==> src/rtl/ndr_pkg.sv <==
// Shared types and constants for the NTFS data-run decoder.
package ndr_pkg;

  localparam int unsigned ByteW         = 8;
  localparam int unsigned NibW          = 4;
  localparam int unsigned WordW         = 64;
  localparam int unsigned IdxW          = 4;
  localparam int unsigned TotW          = IdxW + 1;
  // Largest legal byte count of a length or offset field.
  localparam int unsigned MaxFieldBytes = 8;
  // Bytes in a full-width offset; such an offset needs no sign extension.
  localparam int unsigned WordBytes     = WordW / ByteW;

  // Header byte that terminates a run list.
  localparam logic [ByteW-1:0] HdrEnd = 8'h00;

  typedef enum logic [1:0] {
    PH_IDLE   = 2'd0,
    PH_HEADER = 2'd1,
    PH_GATHER = 2'd2
  } phase_e;

  typedef struct packed {
    logic [WordW-1:0]        run_len;
    logic signed [WordW-1:0] run_start_cluster;
    logic                    no_offset_run;
    logic                    list_end;
    logic                    bad_header;
  } result_t;

endpackage

==> src/rtl/ndr_decode.sv <==
// Run-list parse state, field accumulators and running cluster update.
module ndr_decode (
  input  logic                       clk_i,
  input  logic                       rst_ni,
  input  logic                       en_i,
  input  logic [ndr_pkg::ByteW-1:0]  data_byte_i,
  input  logic                       list_start_i,
  output logic                       res_valid_o,
  output ndr_pkg::result_t           res_o
);

  ndr_pkg::phase_e                   phase_q, phase_d;
  logic [ndr_pkg::IdxW-1:0]          idx_q, idx_d;
  logic [ndr_pkg::NibW-1:0]          lb_q, lb_d;
  logic [ndr_pkg::NibW-1:0]          ob_q, ob_d;
  logic [ndr_pkg::WordW-1:0]         len_acc_q, len_acc_d;
  logic [ndr_pkg::WordW-1:0]         off_acc_q, off_acc_d;
  logic [ndr_pkg::WordW-1:0]         cluster_q, cluster_d;

  logic [ndr_pkg::NibW-1:0]          hdr_lb, hdr_ob;
  logic                              hdr_zero, hdr_bad;
  logic                              take_hdr, take_fld;
  logic [ndr_pkg::TotW-1:0]          total;
  logic                              last;
  logic                              in_len;
  logic [ndr_pkg::IdxW-1:0]          off_pos;
  logic [ndr_pkg::NibW-1:0]          ob_m1;
  logic [ndr_pkg::WordW-1:0]         byte_ext;
  logic [ndr_pkg::WordW-1:0]         len_new, off_new;
  logic [ndr_pkg::WordW-1:0]         keep_mask, off_ext;
  logic                              sign_bit, ext_en;
  logic [ndr_pkg::WordW-1:0]         sum;

  assign hdr_lb   = data_byte_i[ndr_pkg::NibW-1:0];
  assign hdr_ob   = data_byte_i[ndr_pkg::ByteW-1:ndr_pkg::NibW];
  assign hdr_zero = (data_byte_i == ndr_pkg::HdrEnd);
  assign hdr_bad  = (hdr_lb > ndr_pkg::NibW'(ndr_pkg::MaxFieldBytes)) ||
                    (hdr_ob > ndr_pkg::NibW'(ndr_pkg::MaxFieldBytes));

  assign take_hdr = list_start_i || (phase_q == ndr_pkg::PH_HEADER);
  assign take_fld = !list_start_i && (phase_q == ndr_pkg::PH_GATHER);

  assign total   = {1'b0, lb_q} + {1'b0, ob_q};
  assign last    = ({1'b0, idx_q} + ndr_pkg::TotW'(1)) >= total;
  assign in_len  = ({1'b0, idx_q} < {1'b0, lb_q});
  assign off_pos = idx_q - lb_q;

  // Merge the incoming byte at its little-endian lane.
  assign byte_ext = ndr_pkg::WordW'(data_byte_i);
  assign len_new  = in_len ? (len_acc_q | (byte_ext << {idx_q[2:0], 3'b000})) : len_acc_q;
  assign off_new  = in_len ? off_acc_q : (off_acc_q | (byte_ext << {off_pos[2:0], 3'b000}));

  // Sign-extend a short offset from the top bit of its last byte.
  assign ob_m1     = ob_q - ndr_pkg::NibW'(1);
  assign sign_bit  = off_new[{ob_m1[2:0], 3'b111}];
  assign keep_mask = (ndr_pkg::WordW'(1) << {ob_q[2:0], 3'b000}) - ndr_pkg::WordW'(1);
  assign ext_en    = (ob_q != '0) && (ob_q < ndr_pkg::NibW'(ndr_pkg::WordBytes));
  assign off_ext   = (ext_en && sign_bit) ? (off_new | ~keep_mask) : off_new;
  assign sum       = cluster_q + off_ext;

  // Next phase.
  always_comb begin
    phase_d = phase_q;
    if (en_i) begin
      if (take_hdr) begin
        phase_d = (hdr_zero || hdr_bad) ? ndr_pkg::PH_IDLE : ndr_pkg::PH_GATHER;
      end else if (take_fld && last) begin
        phase_d = ndr_pkg::PH_HEADER;
      end
    end
  end

  // Datapath updates.
  always_comb begin
    idx_d     = idx_q;
    lb_d      = lb_q;
    ob_d      = ob_q;
    len_acc_d = len_acc_q;
    off_acc_d = off_acc_q;
    cluster_d = cluster_q;
    if (en_i) begin
      if (list_start_i) begin
        cluster_d = '0;
      end
      if (take_hdr && !hdr_zero && !hdr_bad) begin
        lb_d      = hdr_lb;
        ob_d      = hdr_ob;
        idx_d     = '0;
        len_acc_d = '0;
        off_acc_d = '0;
      end
      if (take_fld) begin
        len_acc_d = len_new;
        off_acc_d = off_new;
        idx_d     = last ? '0 : idx_q + ndr_pkg::IdxW'(1);
        if (last) begin
          cluster_d = sum;
        end
      end
    end
  end

  // Result of the current transaction.
  always_comb begin
    res_valid_o             = (take_hdr && (hdr_zero || hdr_bad)) || (take_fld && last);
    res_o.run_len           = take_fld ? len_new : '0;
    res_o.run_start_cluster = take_fld ? sum : '0;
    res_o.no_offset_run     = take_fld && (ob_q == '0);
    res_o.list_end          = take_hdr && hdr_zero;
    res_o.bad_header        = take_hdr && !hdr_zero && hdr_bad;
  end

  always_ff @(posedge clk_i or negedge rst_ni) begin
    if (!rst_ni) begin
      phase_q   <= ndr_pkg::PH_IDLE;
      idx_q     <= '0;
      lb_q      <= '0;
      ob_q      <= '0;
      cluster_q <= '0;
    end else begin
      phase_q   <= phase_d;
      idx_q     <= idx_d;
      lb_q      <= lb_d;
      ob_q      <= ob_d;
      cluster_q <= cluster_d;
    end
  end

  always_ff @(posedge clk_i) begin
    len_acc_q <= len_acc_d;
    off_acc_q <= off_acc_d;
  end

  // Field index stays inside the run announced by the header.
  a_idx_in_run: assert property (@(posedge clk_i) disable iff (!rst_ni)
    (phase_q == ndr_pkg::PH_GATHER) |-> ({1'b0, idx_q} < total))
    else $error("field index beyond header byte counts");

  // A list start never leaves the parser waiting for a header.
  a_start_hdr: assert property (@(posedge clk_i) disable iff (!rst_ni)
    (en_i && list_start_i) |=> (phase_q != ndr_pkg::PH_HEADER))
    else $error("list start did not consume a header");

  // A finished run always returns the parser to header phase.
  a_run_done: assert property (@(posedge clk_i) disable iff (!rst_ni)
    (en_i && take_fld && last) |=> (phase_q == ndr_pkg::PH_HEADER && idx_q == '0))
    else $error("run completion did not rearm header");

endmodule

==> src/rtl/ntfs_data_run_decoder_unit.sv <==
// Top level of the NTFS data-run list decoder: input and result registers.
//
// Decodes an NTFS data-run list fed one byte per transaction. A byte with
// list_start_i high is a header that begins a new list and clears the running
// start cluster; later headers follow each run. Length and offset fields are
// gathered little-endian, the offset is sign-extended and added to the running
// cluster, and the last field byte of a run yields one result transaction with
// the run length and absolute start cluster (no_offset_run_o marks an empty
// offset field). A zero header yields a list_end_o result and the decoder goes
// idle; a header with a field count above eight yields a bad_header_o result
// and bytes are dropped until the next list start. Other header bytes and
// non-final field bytes produce no result. Throughput is one byte per clock
// while the output is not stalled: each byte is captured in an input register
// and decoded (a byte lane merge plus one 64-bit add) into the output register;
// a result appears there once its last byte has left the input register.
// Output backpressure stalls the input register and, through it, in_ready_o.
module ntfs_data_run_decoder_unit (
  input  logic                              clk_i,
  input  logic                              rst_ni,
  input  logic                              in_valid_i,
  output logic                              in_ready_o,
  input  logic [ndr_pkg::ByteW-1:0]         data_byte_i,
  input  logic                              list_start_i,
  output logic                              out_valid_o,
  input  logic                              out_ready_i,
  output logic [ndr_pkg::WordW-1:0]         run_len_o,
  output logic signed [ndr_pkg::WordW-1:0]  run_start_cluster_o,
  output logic                              no_offset_run_o,
  output logic                              list_end_o,
  output logic                              bad_header_o
);

  // Input register.
  logic                      s1_valid_q, s1_valid_d;
  logic [ndr_pkg::ByteW-1:0] s1_byte_q;
  logic                      s1_start_q;
  logic                      s1_go;

  // Result register.
  logic                      out_valid_q, out_valid_d;
  ndr_pkg::result_t          out_q;

  logic                      res_valid;
  ndr_pkg::result_t          res;

  // The held byte moves on when the result register is free or draining.
  assign s1_go      = s1_valid_q && (!out_valid_q || out_ready_i);
  assign in_ready_o = !s1_valid_q || s1_go;

  always_comb begin
    s1_valid_d = s1_valid_q;
    if (in_valid_i && in_ready_o) begin
      s1_valid_d = 1'b1;
    end else if (s1_go) begin
      s1_valid_d = 1'b0;
    end
  end

  ndr_decode u_decode (
    .clk_i        (clk_i),
    .rst_ni       (rst_ni),
    .en_i         (s1_go),
    .data_byte_i  (s1_byte_q),
    .list_start_i (s1_start_q),
    .res_valid_o  (res_valid),
    .res_o        (res)
  );

  always_comb begin
    out_valid_d = out_valid_q;
    if (s1_go) begin
      out_valid_d = res_valid;
    end else if (out_ready_i) begin
      out_valid_d = 1'b0;
    end
  end

  always_ff @(posedge clk_i or negedge rst_ni) begin
    if (!rst_ni) begin
      s1_valid_q  <= 1'b0;
      out_valid_q <= 1'b0;
    end else begin
      s1_valid_q  <= s1_valid_d;
      out_valid_q <= out_valid_d;
    end
  end

  // Payload registers, no reset.
  always_ff @(posedge clk_i) begin
    if (in_valid_i && in_ready_o) begin
      s1_byte_q  <= data_byte_i;
      s1_start_q <= list_start_i;
    end
    if (s1_go && res_valid) begin
      out_q <= res;
    end
  end

  assign out_valid_o         = out_valid_q;
  assign run_len_o           = out_q.run_len;
  assign run_start_cluster_o = out_q.run_start_cluster;
  assign no_offset_run_o     = out_q.no_offset_run;
  assign list_end_o          = out_q.list_end;
  assign bad_header_o        = out_q.bad_header;

  // At most one kind of marker per result transaction.
  a_flags_excl: assert property (@(posedge clk_i) disable iff (!rst_ni)
    out_valid_q |-> $onehot0({out_q.no_offset_run, out_q.list_end, out_q.bad_header}))
    else $error("conflicting result flags");

  // End and error markers carry zero run data.
  a_marker_zero: assert property (@(posedge clk_i) disable iff (!rst_ni)
    (out_valid_q && (out_q.list_end || out_q.bad_header)) |->
      (out_q.run_len == '0 && out_q.run_start_cluster == '0))
    else $error("marker result carries run data");

  // A stalled result is not overwritten.
  a_no_overwrite: assert property (@(posedge clk_i) disable iff (!rst_ni)
    (out_valid_q && !out_ready_i) |-> !s1_go)
    else $error("result register overwritten while stalled");

endmodule
==> config.mk <==
export PLATFORM = sky130hd
export DESIGN_NAME = ntfs_data_run_decoder_unit
export DESIGN_NICKNAME = d
export VERILOG_FILES = /design/src/rtl/ndr_pkg.sv /design/src/rtl/ndr_decode.sv /design/src/rtl/ntfs_data_run_decoder_unit.sv
export SDC_FILE = /design/constraint.sdc
export NUM_CORES = 1
export LEC_CHECK = 0
export BUFFER_PORTS_ARGS = -buffer_cell sky130_fd_sc_hd__buf_2
export CORE_ASPECT_RATIO = 1.75
export CORE_UTILIZATION = 60
export CTS_BUF_LIST = sky130_fd_sc_hd__clkbuf_4 sky130_fd_sc_hd__clkbuf_8 sky130_fd_sc_hd__clkbuf_16
export CTS_CLUSTER_DIAMETER = 150
export DETAILED_ROUTE_END_ITERATION = 10
export PLACE_DENSITY = 0.78
export SLEW_MARGIN = 20
export SYNTH_ARGS = -nofsm -noshare
export SYNTH_HDL_FRONTEND = slang
export SYNTH_SLANG_ARGS = --single-unit
==> constraint.sdc <==
create_clock -name clk_i -period 11.7 [get_ports clk_i]
set_input_delay 1.17 -clock clk_i [delete_from_list [all_inputs] [get_ports clk_i]]
set_output_delay 1.17 -clock clk_i [all_outputs]
set_load 0.005 [all_outputs]
Word-level counts from Yosys, hierarchy flattened
Index checks and enable logic that the tools add are counted.
{"block": "op_classes", "n_addsub": 7, "magnitude_cmp": 6, "eq_ne": 2, "shift": 3, "muxes": 21, "bitwise": 4, "reduce_logical": 34}
{"cell": "$mux 64", "n": 9}
{"cell": "$or 64x64->64", "n": 3}
{"cell": "$shl 8x6->64", "n": 2}
{"cell": "$add 64x64->64", "n": 1}
{"cell": "$not 64->64", "n": 1}
{"cell": "$shl 1x6->64 const A", "n": 1}
{"cell": "$sub 64x2->64 const B", "n": 1}
{"cell": "$logic_and 1x1->1", "n": 13}
{"cell": "$mux 4", "n": 3}
{"cell": "$gt 4x4->1 const B", "n": 2}
{"cell": "$logic_not 8->1", "n": 1}
{"cell": "$reduce_bool 2->1", "n": 4}
{"cell": "$lt 6x7->1 const B", "n": 1}
{"cell": "$logic_or 1x1->1", "n": 6}
{"cell": "$mux 2", "n": 3}
{"cell": "$reduce_and 2->1", "n": 3}
{"cell": "$add 4x1->5 const B", "n": 1}
{"cell": "$add 4x4->5", "n": 1}
{"cell": "$ge 5x5->1", "n": 1}
{"cell": "$logic_not 1->1", "n": 5}
{"cell": "$mux 1", "n": 5}
{"cell": "$add 4x1->4 const B", "n": 1}
{"cell": "$logic_not 4->1", "n": 1}
{"cell": "$lt 4x4->1", "n": 1}
{"cell": "other kinds (7)", "n": 7}
{"block": "totals", "ff_bits": 348, "output_inout_bits": 133, "wordCells": 93}

Depth between registers and ports, before layout
{"block": "depth", "word_depth": 11, "depth_mapped": 26, "mapped_depth_nobuf": 26}

By module
A second synthesis with hierarchy kept.
{"block": "hier_totals", "cells_unflattened": 1642, "hier_area_um2": 17600.6}
{"mod": "ndr_decode", "instances": 1, "cells_per_inst": 1492, "area_each_um2": 13285.2, "seq_area_each_um2": 5795.6}
{"mod": "ntfs_data_run_decoder_unit", "instances": 1, "cells_per_inst": 150, "area_each_um2": 4315.4, "seq_area_each_um2": 4254.1}

Least setup slack after synthesis
OpenSTA, ideal clock, no wires.
{"block": "synth_path", "path_kind": "flip-flop to flip-flop", "start": "register u_decode.ob_q[0] in the netlist's numbering", "end": "register out_q, in the netlist bad_header_o, enable pin", "setup_time_ns": 0.623, "t_arrival_ns": 7.401, "t_required_ns": 11.077, "slack_ns": 3.676, "path_stages_with_launch": 11, "synth_period_minus_slack_ns": 8.024, "path_cell_list": "dfrtp_1 -> ha_1 -> fa_1 -> inv_1 -> ha_1 -> a21o_1 -> a21o_1 -> a21o_1 -> a21o_1 -> a21oi_1 -> nor2_1"}
{"block": "synth_via", "elab_chain_len": 5}
{"item": "start: declaration", "line": "ndr_decode.sv:15", "source": "logic [ndr_pkg::NibW-1:0] ob_q, ob_d;"}
{"item": "start signal: assignment", "line": "ndr_decode.sv:118", "source": "ob_q <= '0;"}
{"item": "start signal: assignment", "line": "ndr_decode.sv:124", "source": "ob_q <= ob_d;"}
{"item": "$add 4x4->5", "line": "ndr_decode.sv:43", "source": "assign total = {1'b0, lb_q} + {1'b0, ob_q};"}
{"item": "$ge 5x5->1", "line": "ndr_decode.sv:44", "source": "assign last = ({1'b0, idx_q} + ndr_pkg::TotW'(1)) >= total;"}
{"item": "$logic_and 1x1->1", "line": "ndr_decode.sv:105", "source": "res_valid_o = (take_hdr && (hdr_zero || hdr_bad)) || (take_fld && last);"}
{"item": "$logic_or 1x1->1", "line": "ndr_decode.sv:105"}
{"item": "$logic_and 1x1->1", "line": "ntfs_data_run_decoder_unit.sv:94", "source": "if (s1_go && res_valid) begin"}
{"item": "end signal: assignment", "line": "ntfs_data_run_decoder_unit.sv:95", "source": "out_q <= res;"}
{"item": "end: declaration", "line": "ntfs_data_run_decoder_unit.sv:41", "source": "ndr_pkg::result_t out_q;"}
Every way passes these cells.
A chain may end at the register's enable or synchronous reset.

Final worst setup path
{"block": "layout_path", "start": "register u_decode.idx_q[0] in the netlist's numbering", "end": "register out_q, in the netlist run_start_cluster_o[42], data pin"}
{"block": "layout_via", "elab_chain_len": 9, "word_cells_on_any_way": 11, "classes_between": "2 x add/sub; 1 x order compare; 1 x shift; 4 x mux; 2 x bitwise; 1 x reduce/logical"}
{"item": "start: declaration", "line": "ndr_decode.sv:13", "source": "logic [ndr_pkg::IdxW-1:0] idx_q, idx_d;"}
{"item": "start signal: assignment", "line": "ndr_decode.sv:122", "source": "idx_q <= idx_d;"}
{"item": "$sub 3x3->3", "line": "ndr_decode.sv:46", "source": "assign off_pos = idx_q - lb_q;"}
{"item": "$shl 8x6->64", "line": "ndr_decode.sv:51", "source": "assign off_new = in_len ? off_acc_q : (off_acc_q | (byte_ext << {off_pos[2:0], 3'b000}));"}
{"item": "$or 64x64->64", "line": "ndr_decode.sv:51"}
{"item": "$mux 64 *", "line": "ndr_decode.sv:51"}
{"item": "$bmux 1 s3", "line": "ndr_decode.sv:55", "source": "assign sign_bit = off_new[{ob_m1[2:0], 3'b111}];"}
{"item": "$mux 1 (not written as such)", "line": "ndr_decode.sv:55"}
{"item": "$logic_and 1x1->1", "line": "ndr_decode.sv:58", "source": "assign off_ext = (ext_en && sign_bit) ? (off_new | ~keep_mask) : off_new;"}
{"item": "$mux 64 *", "line": "ndr_decode.sv:58"}
{"item": "$add 64x64->64 *", "line": "ndr_decode.sv:59", "source": "assign sum = cluster_q + off_ext;"}
Mark *: on every way between the ends. The rest lies on a longest branch, timed or not. The select of a mux whose other input is x is not followed.

==> results.json <==
{
  "synth_warnings": 0,
  "drt-total-wl_mm": 45.5,
  "place.gp.congestion": 1.00,
  "fin_crit_sh_pct": 59.2,
  "syn_nets": 1770,
  "fp.dieH_um": 229,
  "drv_cap": 0,
  "drt_iter0_drc": 757,
  "finalSetupTns_ps": 0,
  "antenna_cells": 0,
  "synth_seq_area_share_pct": 57.0,
  "htree_levels": 2,
  "layout_common_cells": "268 x edfxtp_1, 239 x nor2_1, 206 x a21oi_1",
  "synth-xor-area-share_pct": 3.43,
  "skew_ps": 30.6,
  "ys_types": 73,
  "post_drt_via_cell_ratio": 6.19,
  "finalCriticalPeriod_ps": 6930,
  "fillerInstances": 2199,
  "ant_nets": 0,
  "grt_pass1_vias": 13600,
  "synthArstFlopShare_pct": 23.0,
  "postCtsSetupRepairBufs": 0,
  "postSynthCellCount": 1672,
  "antenna_found_initial": 0,
  "synth_edf_count": 268,
  "setup_viol": 0,
  "clk_path_buf_depth": 3,
  "syn-cell-area_mm2": 0.0176,
  "die_w_um": 132,
  "vias": 13500,
  "grt_start_max_net_pins": 90,
  "start_util_pct": 61.4,
  "rows": 82,
  "drc_errors": 0,
  "hold_buffers": 0,
  "max_freq_mhz": 144,
  "critPathKind": "reg -> reg",
  "drive_above_1_share_pct": 13.9,
  "cts_tree": "done",
  "synth-compound-area-share_pct": 15.9,
  "arrival_ps": 7160,
  "pwr_density_cell_mw_per_mm2": 256,
  "synth_top_family_by_area": "compound AO/OA/AOI/OAI gates",
  "clk_pin_slew_ps": 80,
  "path_max_fanout": 13,
  "core_area_mm2": 0.0287,
  "status": "complete, no violations",
  "p_leak_uw": 0.00826,
  "insertion_delay_ps": 540,
  "overflow": 0,
  "worstPathRequired_ps": 11930,
  "grt.total_usage_pct": 30.4,
  "grt_pass1_wl_mm": 71.5,
  "synth_fa_ha_area_share_pct": 6.16,
  "rsz0062_at_grt": "false",
  "worst_pin_slew_ps": 1090,
  "mostFrequentLayoutCell": "edfxtp_1",
  "wl_per_cell_um": 20.8,
  "synthSimpleGateAreaFrac_pct": 14.5,
  "critical-path-max-stage-delay_ps": 670,
  "cts_sinks": 348,
  "ys_ff_latch": 348,
  "ios": 146,
  "critPathTopFamily": "compound AO/OA/AOI/OAI gates",
  "cts_buffers": 34,
  "startpoint_type": "flip-flop",
  "first_pass_iters": 7,
  "cp-end-kind": "flip-flop",
  "ir_drop_uv": 208,
  "crit_top_cell": "a21oi_1",
  "worstHoldPathType": "reg -> reg",
  "hold_violations": 0,
  "slew_headroom_pct": 27.1,
  "regToRegSetupSlack_ps": 4770,
  "avgSynthCellArea_um2": 10.5,
  "root_buffer": "clkbuf_16",
  "syn_to_final_growth_pct": 12.5,
  "critPathBufInv": 4,
  "slew_viol_final": 0,
  "layout.nets": 1881,
  "timing.hold.ws_ps": 499,
  "die_area_mm2": 0.0301,
  "slowest_stage": "o41ai_1",
  "synthMuxAreaShare_pct": 0.426,
  "synth_ff_type": "edfxtp_1",
  "dpl.hpwl_mm": 32.1,
  "cts-resized-gates": 0,
  "portBuffers": 145
}
==> power breakdown <==
group          leakage, uW  internal (uW)  switching, uW
Combinational      0.00405            761           1460
Sequential         0.00364           1620            109
Clock             0.000570            649            478
Total              0.00826           3030           2050
==> per-stage QoR <==
step	power, uW	area (um2)	utilization [%]	cells	setup slack [ps]
after floorplan	3330	17600	-	1672	3680
after global placement	3900	18600	64.9	2124	5020
after detailed placement	3940	18600	64.9	2124	4890
after CTS	5060	19800	69.0	2186	4820
after global routing	5370	19800	69.1	2187	4190
final	5080	19800	69.1	2187	4770
==> flip-flops by register name, summed over array words and instances, names as in the netlist, 2 cells and up <==
signal,flops
run_len_o,64
run_start_cluster_o,64
s1_byte_q,8
u_decode.cluster_q,64
u_decode.idx_q,4
u_decode.lb_q,4
u_decode.len_acc_q,64
u_decode.ob_q,4
u_decode.off_acc_q,64
u_decode.phase_q,2
==> layout make-up <==
| cell class | instances | area (um2) | share of cell area [%] |
|---|---|---|---|
| repair buffers | 161 | 868 | 4.38 |
| flip-flops and latches | 348 | 10000 | 50.6 |
| multi-input cells | 1201 | 7140 | 36.0 |
| well taps | 378 | 473 | 2.38 |
| inverters | 37 | 141 | 0.712 |
| clock inverters | 13 | 135 | 0.681 |
| clock buffers | 49 | 1040 | 5.22 |
==> worst min-delay path, cell delays in order, from the launching register on <==
cell	delay [ps]
dfrtp_1	360
nand2_1	50
o21ai_0	60
==> final timing paths <==
| kind | startpoint | cells past startpoint | to |
|---|---|---|---|
| setup / recovery | u_decode.idx_q[0] | 25 | run_start_cluster_o[42] |
| hold / removal | u_decode.cluster_q[29] | 2 | u_decode.cluster_q[29] |
| setup reg to reg | u_decode.idx_q[0] | 25 | run_start_cluster_o[42] |
| hold reg to reg | u_decode.cluster_q[29] | 2 | u_decode.cluster_q[29] |
| max in group asynchronous | rst_ni | 2 | u_decode.cluster_q[20] |
| min in group asynchronous | rst_ni | 1 | u_decode.cluster_q[58] |
==> cells by family (layout without fill, tap and decap cells) <==
family                   Yosys count  after routing
AND/OR/NAND/NOR                  578            578
AO/OA/AOI/OAI                    462            462
flip-flops                       348            348
buffers and inverters            123            260
adder cells (fa/ha/maj)           85             85
XOR/XNOR                          69             69
multiplexers                       7              7
==> cell usage after synthesis, drive strengths merged (5+ instances only) <==
cell type	n	area [um2]
or3	11	68.8
a21o	38	288
a21oi	209	1060
edfxtp	268	8050
nor2b	13	81.3
ha	82	1030
buf	9	38.8
xnor2	40	350
nand4	17	106
clkbuf	77	289
nand2b	18	113
a22o	18	158
nor3	10	50.1
o21ai	102	510
dfrtp	80	2000
o21a	12	90.1
nor2	241	905
and2	27	169
o21bai	13	101
inv	37	139
nand2	184	701
o31ai	5	37.5
nor3b	5	37.5
a31oi	13	81.3
o211ai	7	52.6
nand3	27	135
xor2	29	254
and3	7	43.8
==> layer usage <==
| metal | track usage, % | routed length [um] | up-vias |
|---|---|---|---|
| li1 | - | - | 6255 |
| met1 | 34.0 | 16600 | 6559 |
| met2 | 53.8 | 23500 | 549 |
| met3 | 4.37 | 2490 | 171 |
| met4 | 20.0 | 3000 | 0 |
| met5 | 0 | 0 | - |
Power figures use the tool's default switching activity.
